===== config.mk =====
export PLATFORM = sky130hd
export DESIGN_NAME = pfde_ctrl
export DESIGN_NICKNAME = d
export VERILOG_FILES = /design/src/rtl/pfde_pkg.sv /design/src/rtl/pfde_ctrl.sv
export SDC_FILE = /design/constraint.sdc
export NUM_CORES = 1
export LEC_CHECK = 0
export ABC_AREA = 0
export BUFFER_PORTS_ARGS = -buffer_cell sky130_fd_sc_hd__buf_2
export CORE_AREA = 2 2 39 41
export DETAILED_ROUTE_END_ITERATION = 6
export DIE_AREA = 0 0 41 43
export SYNTH_ARGS = -nofsm -noshare
export SYNTH_HDL_FRONTEND = slang
export SYNTH_SLANG_ARGS = --single-unit

===== constraint.sdc =====
create_clock -name clock -period 2.3 [get_ports clock]
set_input_delay 0.23 -clock clock [delete_from_list [all_inputs] [get_ports clock]]
set_output_delay 0.23 -clock clock [all_outputs]
set_load 0.03 [all_outputs]

===== src/rtl/pfde_pkg.sv =====
// ----------------------------------------------------------------------------
// pfde_pkg
// Shared constants, codes and controller/datapath types of the page
// organized frame store draw engine.
// ----------------------------------------------------------------------------
package pfde_pkg;

   // screen geometry
   localparam int SCREEN_WIDTH  = 128;
   localparam int SCREEN_HEIGHT = 64;
   localparam int ROWS_PER_PAGE = 8;
   localparam int PAGE_COUNT    = (SCREEN_HEIGHT + ROWS_PER_PAGE - 1) / ROWS_PER_PAGE;
   localparam int STORE_DEPTH   = SCREEN_WIDTH * PAGE_COUNT;

   // widths
   localparam int BYTE_W  = 8;
   localparam int COORD_W = 8;
   localparam int SUM_W   = COORD_W + 1;
   localparam int ROW_SEL_W = $clog2(ROWS_PER_PAGE);
   localparam int ADDR_W  = $clog2(STORE_DEPTH);
   localparam int COL_W   = (SCREEN_WIDTH > 1) ? $clog2(SCREEN_WIDTH) : 1;
   localparam int PAGE_W  = (PAGE_COUNT > 1) ? $clog2(PAGE_COUNT) : 1;
   localparam int FUNC_W  = 3;

   // command codes
   localparam logic [FUNC_W-1:0] FUNC_CLEAR  = 3'd0;
   localparam logic [FUNC_W-1:0] FUNC_SET    = 3'd1;
   localparam logic [FUNC_W-1:0] FUNC_FILL   = 3'd2;
   localparam logic [FUNC_W-1:0] FUNC_INVERT = 3'd3;
   localparam logic [FUNC_W-1:0] FUNC_READ   = 3'd4;

   // result status codes
   localparam logic STATUS_DONE     = 1'b0;
   localparam logic STATUS_REJECTED = 1'b1;

   // controller to datapath
   typedef struct packed {
      logic load;        // capture the accepted item
      logic sweep_write; // write zero at the sweep address and advance
      logic iter_start;  // column and page iterators to the first byte
      logic mem_write;   // write the modified byte at the iterator address
      logic iter_next;   // advance to the next byte of the area
      logic capture;     // keep the read data for the result
      logic finish;      // load the result register
   } cmd_type;

   // datapath to controller
   typedef struct packed {
      logic bad;        // item is rejected
      logic empty;      // rectangle with zero width or height
      logic is_clear;
      logic is_read;
      logic sweep_last;
      logic iter_last;
   } stat_type;

endpackage


===== src/rtl/pfde_ctrl.sv =====
// ----------------------------------------------------------------------------
// pfde_ctrl
// Sequencer of the draw engine: store clearing sweeps, read-modify-write
// walks over the touched bytes, byte reads and the result handshake.
// ----------------------------------------------------------------------------
module pfde_ctrl (
   input  logic               clock,
   input  logic               reset,
   input  logic               req_valid,
   output logic               req_ready,
   output logic               rsp_valid,
   input  logic               rsp_ready,
   output pfde_pkg::cmd_type  cmd,
   input  pfde_pkg::stat_type stat
);

   localparam logic [3:0] S_INIT    = 4'd0;
   localparam logic [3:0] S_IDLE    = 4'd1;
   localparam logic [3:0] S_DECODE  = 4'd2;
   localparam logic [3:0] S_SWEEP   = 4'd3;
   localparam logic [3:0] S_RMW_RD  = 4'd4;
   localparam logic [3:0] S_RMW_WR  = 4'd5;
   localparam logic [3:0] S_RD_ADDR = 4'd6;
   localparam logic [3:0] S_RD_DATA = 4'd7;
   localparam logic [3:0] S_FINISH  = 4'd8;

   logic [3:0] state_ff, state_in;
   logic       rsp_valid_ff, rsp_valid_in;
   logic       accept;

   assign req_ready = state_ff == S_IDLE;
   assign accept    = req_valid && req_ready;
   assign rsp_valid = rsp_valid_ff;

   // next state and commands
   always_comb begin
      state_in = state_ff;
      cmd      = '0;
      case (state_ff)
         S_INIT: begin
            cmd.sweep_write = 1'b1;
            if (stat.sweep_last) begin
               state_in = S_IDLE;
            end
         end
         S_IDLE: begin
            if (accept) begin
               cmd.load = 1'b1;
               state_in = S_DECODE;
            end
         end
         S_DECODE: begin
            cmd.iter_start = 1'b1;
            if (stat.bad || stat.empty) begin
               state_in = S_FINISH;
            end else if (stat.is_clear) begin
               state_in = S_SWEEP;
            end else if (stat.is_read) begin
               state_in = S_RD_ADDR;
            end else begin
               state_in = S_RMW_RD;
            end
         end
         S_SWEEP: begin
            cmd.sweep_write = 1'b1;
            if (stat.sweep_last) begin
               state_in = S_FINISH;
            end
         end
         S_RMW_RD: begin
            state_in = S_RMW_WR;
         end
         S_RMW_WR: begin
            cmd.mem_write = 1'b1;
            if (stat.iter_last) begin
               state_in = S_FINISH;
            end else begin
               cmd.iter_next = 1'b1;
               state_in      = S_RMW_RD;
            end
         end
         S_RD_ADDR: begin
            state_in = S_RD_DATA;
         end
         S_RD_DATA: begin
            cmd.capture = 1'b1;
            state_in    = S_FINISH;
         end
         S_FINISH: begin
            // wait while the previous result is still held
            if (!rsp_valid_ff || rsp_ready) begin
               cmd.finish = 1'b1;
               state_in   = S_IDLE;
            end
         end
         default: begin
            state_in = S_IDLE;
         end
      endcase
   end

   // result valid flag
   assign rsp_valid_in = cmd.finish || (rsp_valid_ff && !rsp_ready);

   always_ff @(posedge clock) begin
      if (reset) begin
         state_ff     <= S_INIT;
         rsp_valid_ff <= 1'b0;
      end else begin
         state_ff     <= state_in;
         rsp_valid_ff <= rsp_valid_in;
      end
   end

   // a byte is written back only right after its read cycle
   a_rmw_order: assert property (@(posedge clock) disable iff (reset)
      (state_ff == S_RMW_WR) |-> ($past(state_ff) == S_RMW_RD))
      else $error("write-back without preceding read");

   // a new result never overwrites one that is still waiting
   a_no_overwrite: assert property (@(posedge clock) disable iff (reset)
      cmd.finish |-> (!rsp_valid_ff || rsp_ready))
      else $error("result overwritten while pending");

   // the sweep never overlaps an item's byte walk
   a_sweep_alone: assert property (@(posedge clock) disable iff (reset)
      !(cmd.sweep_write && (cmd.mem_write || cmd.iter_next || cmd.capture)))
      else $error("sweep overlaps a byte access");

   // an accepted item is decoded in the following cycle
   a_decode_next: assert property (@(posedge clock) disable iff (reset)
      accept |=> (state_ff == S_DECODE))
      else $error("accepted item not decoded");

endmodule


Word level (Yosys, flattened, before mapping)
Cells that the tools add are included.
- reduce and logical (&&, ||, !) cells: 10
- muxes and demuxes: 18
- eq/ne operators: 12
- operator list (cell ; count):
    $pmux W4 S9 ; 1
    $mux W4 ; 7
    $eq A4 B3 Y1 const B ; 4
    $eq A4 B2 Y1 const B ; 2
    $mux W1 ; 8
    $ne A2 B2 Y1 const B ; 3
    $eq A4 B1 Y1 const B ; 1
    $eq A4 B4 Y1 const B ; 1
    $logic_not A4 Y1 ; 1
    $mux W2 ; 2
    $reduce_and A4 Y1 ; 1
    $logic_or A1 B1 Y1 ; 3
    $logic_and A1 B1 Y1 ; 2
    $logic_not A1 Y1 ; 2
    $ne A2 B1 Y1 const B ; 1
    $reduce_or A2 Y1 ; 1
- output and inout port bits: 9
- input bits: 10
- word-level logic and storage cells: 42
- register bits after elaboration: 5

Longest topological paths before layout
- depth in word-level cells: 5
- mapped depth: 5
- gate-level depth less buffers: 4

Worst setup path before layout
OpenSTA, ideal clock, no wires.
- path kind: register to output
- start point: register state_ff[1]
- end point: output cmd[6] (netlist bit)
- cell stages (with the launch flop): 5
- slack: 0.312 ns
- path buffers: 1
- required time: 2.070 ns
- arrival time: 1.758 ns
- path through: dfxtp_1 -> buf_2 -> nand2b_1 -> nor3_1 -> and2_1
- RTL lines (what ; line ; text):
    start, declared ; pfde_ctrl.sv:27 ; logic [3:0] state_ff, state_in;
    start signal, assigned ; pfde_ctrl.sv:110 ; state_ff <= state_in;
    end, declared ; pfde_ctrl.sv:13 ; output pfde_pkg::cmd_type cmd,

==> run_results.csv <==
group,metric,value,unit
status,status,"completed",
critical_path,start_kind,"register",
die,io_pins,19,
logic_synthesis,synth_cell_type_count,28,
global_route,grt-busiest-layer,"met1",
logic_synthesis,netlist_instances,50,
sta,timing.hold.ws,0.215,ns
clocking,clk_pin_slew,0.05,ns
global_route,grt_pass1_wl,1520,um
cells_and_area,nets,80,
clocking,insertion_delay,0.25,ns
sta,slew_viol_final,0,
logic_synthesis,synth-seq-area-share,24.7,%
logic_synthesis,syn_area_per_cell,8.11,sq um
detailed_routing,wl_per_cell,11.6,um
logic_synthesis,ys_seq_elements,5,
logic_synthesis,synth-edff-count,0,
clocking,htree_levels,1,
hold_path,hold_path_class,"in2reg",
clocking,ctsResizeCount,0,
power_and_ir_drop,power_density,563,nW/um^2
global_route,grt_use_met3,3.14,%
global_route,use_met2,15.3,%
cells_and_area,diodes,0,
sta,finClkSkew,0.00413,ns
clocking,cts_tree,"done",
global_route,grt_use_met1,19.2,%
critical_path,critical_path_depth,4,
critical_path,critical_path_arrival,1.66,ns
detailed_routing,vias_per_cell,5.00,
detailed_routing,drtIter0Drc,6,
sta,setup_ws,0.414,ns
cells_and_area,areaGrowthSynthToFinish,27.8,%
die,start_util,29.3,%
critical_path,r2r-end,"state_ff[0]",
critical_path,path_buf_inv,1,
cells_and_area,fin_cells,85,
die,die_height,43,um
detailed_routing,ant_nets,0,
power_and_ir_drop,switching_power,102,uW
critical_path,critPathSlowestCell,"dfxtp_1",
placement,io_buffers,18,
global_route,first_global_vias,349,
critical_path,crit_path_end,"cmd[6]",
logic_synthesis,synth_area,405,sq um
sta,setup_viol_count_final,0,
power_and_ir_drop,power_leakage,0.226,nW
critical_path,max_stage_delay,0.58,ns
clocking,hold_buffers,0,
global_route,grt_usage,13.0,%
placement,placed_area,492,sq um
die,core_region_area,1380,sq um
die,fp.dieW,41,um
critical_path,critical_path_class,"reg2out",
die,row_count,14,
critical_path,path_cells,"nand2b_1, nor3_1, and2_1, buf_2",
cells_and_area,stdcell_area,518,sq um
detailed_routing,remaining_drc_errors,0,
sta,rsz0062_at_grt,"no",
critical_path,required,2.07,ns
sta,finalHoldViolCount,0,
power_and_ir_drop,internal_power,189,uW
placement,place_ws,0.693,ns
logic_synthesis,synthesis.nets,60,
placement,dpl.cell_count,81,
detailed_routing,vias,425,
power_and_ir_drop,p_seq_share,35.4,%
critical_path,r2r_slack,0.86,ns
logic_synthesis,synth_flop_cell,"dfxtp_1",
critical_path,crit_path_end_kind,"output port",
global_route,grt_max_degree,12,
cells_and_area,final_common_cell,"buf_2",
sta,min_period,1.89,ns
logic_synthesis,yosys_warnings,0,
clocking,cts_root_buf,"clkbuf_4",
clocking,cts_setup_buffers,0,
sta,fmax,0.530,GHz
sta,period_share,82.0,%
cells_and_area,drive_above_1_share,37.7,%
detailed_routing,dr.pass1.iters,4,
logic_synthesis,async_flop_share,0,%
critical_path,reg2reg_depth,4,
clocking,numCtsBuffers,3,
critical_path,path_delay_family,"simple AND/OR/NAND/NOR gates",
cells_and_area,final_cell_mix,"18 x buf_2, 7 x nor2_1, 6 x nor3_1",
critical_path,reg2reg_from,"state_ff[0]",
clocking,cts_buffer_depth,2,
sta,tns,0,ns
power_and_ir_drop,clkPwrFrac,37.7,%
global_route,grt_overflow,0,
clocking,cts.sinks,5,
global_route,antenna_found_initial,0,
detailed_routing,routed_wl,986,um
power_and_ir_drop,peakVddDrop,0.202,mV
placement,dp_hpwl,716,um
die,dieArea,1760,sq um
sta,slew_headroom,71.0,%
run,drv_cap,0,
sta,tightest_slew,0.435,ns
critical_path,cp_max_fo,10,
power_and_ir_drop,p_comb_share,26.9,%
placement,gp_congestion,0.733,
power_and_ir_drop,switching_share,35.0,%
critical_path,crit_start,"state_ff[0]",
cell type report:
| class | count | area [sq um] |
|---|---|---|
| fillers | 150 | 866 |
| well taps | 16 | 20.0 |
| inverters | 3 | 11.3 |
| clock buffers | 4 | 26.3 |
| flip-flops and latches | 5 | 100 |
| repair buffers | 18 | 90.1 |
| multi-input cells | 39 | 270 |
cells in the mapped netlist, types with 2 or more instances:
| cell type | number | area (sq um) |
|---|---|---|
| dfxtp_1 | 5 | 100 |
| nor2_1 | 7 | 26.3 |
| a21oi_1 | 2 | 10.0 |
| inv_1 | 3 | 11.3 |
| nor2b_1 | 2 | 12.5 |
| nor3_1 | 6 | 30.0 |
| nand2b_1 | 4 | 25.0 |
worst min-delay path by stage:
stage | startpoint | to | slack (ns) | cells after the start
floorplan | reset | state_ff[2] | 0.30 | 1
global placement | reset | state_ff[2] | 0.48 | 2
detailed placement | reset | state_ff[2] | 0.48 | 2
CTS | reset | state_ff[0] | 0.21 | 2
global route | reset | state_ff[0] | 0.22 | 2
finish | reset | state_ff[0] | 0.21 | 2
sequential cells by signal, indices dropped and copies added (netlist names):
name       flops
state_ff       4
rsp_valid      1
power by group through the flow:
stage	registers (mW)	logic, mW	clock network, mW
CTS	0.103	0.0789	0.112
floorplan	0.0936	0.0682	0
finish	0.103	0.0785	0.110
global route	0.104	0.0860	0.116
global placement	0.105	0.0797	0
detailed placement	0.105	0.0784	0
metrics by stage:
step                power, mW  utilization, %
floorplan               0.162               -
global placement        0.185            35.5
detailed placement      0.183            35.5
CTS                     0.294            37.4
global route            0.306            37.4
finish                  0.292            37.4
metal layers:
layer,wire [um],vias up
met3,71,5
met2,418,19
met4,42,0
met5,0,-
met1,453,183
li1,-,218
kinds of logic after synthesis:
logic type | share of synthesized area (%)
buf+inv | 8.64
simple gates | 42.6
xor+xnor | 2.16
flops | 24.7
compound gates | 21.9
No activity file was read; power rests on OpenSTA's default activity.
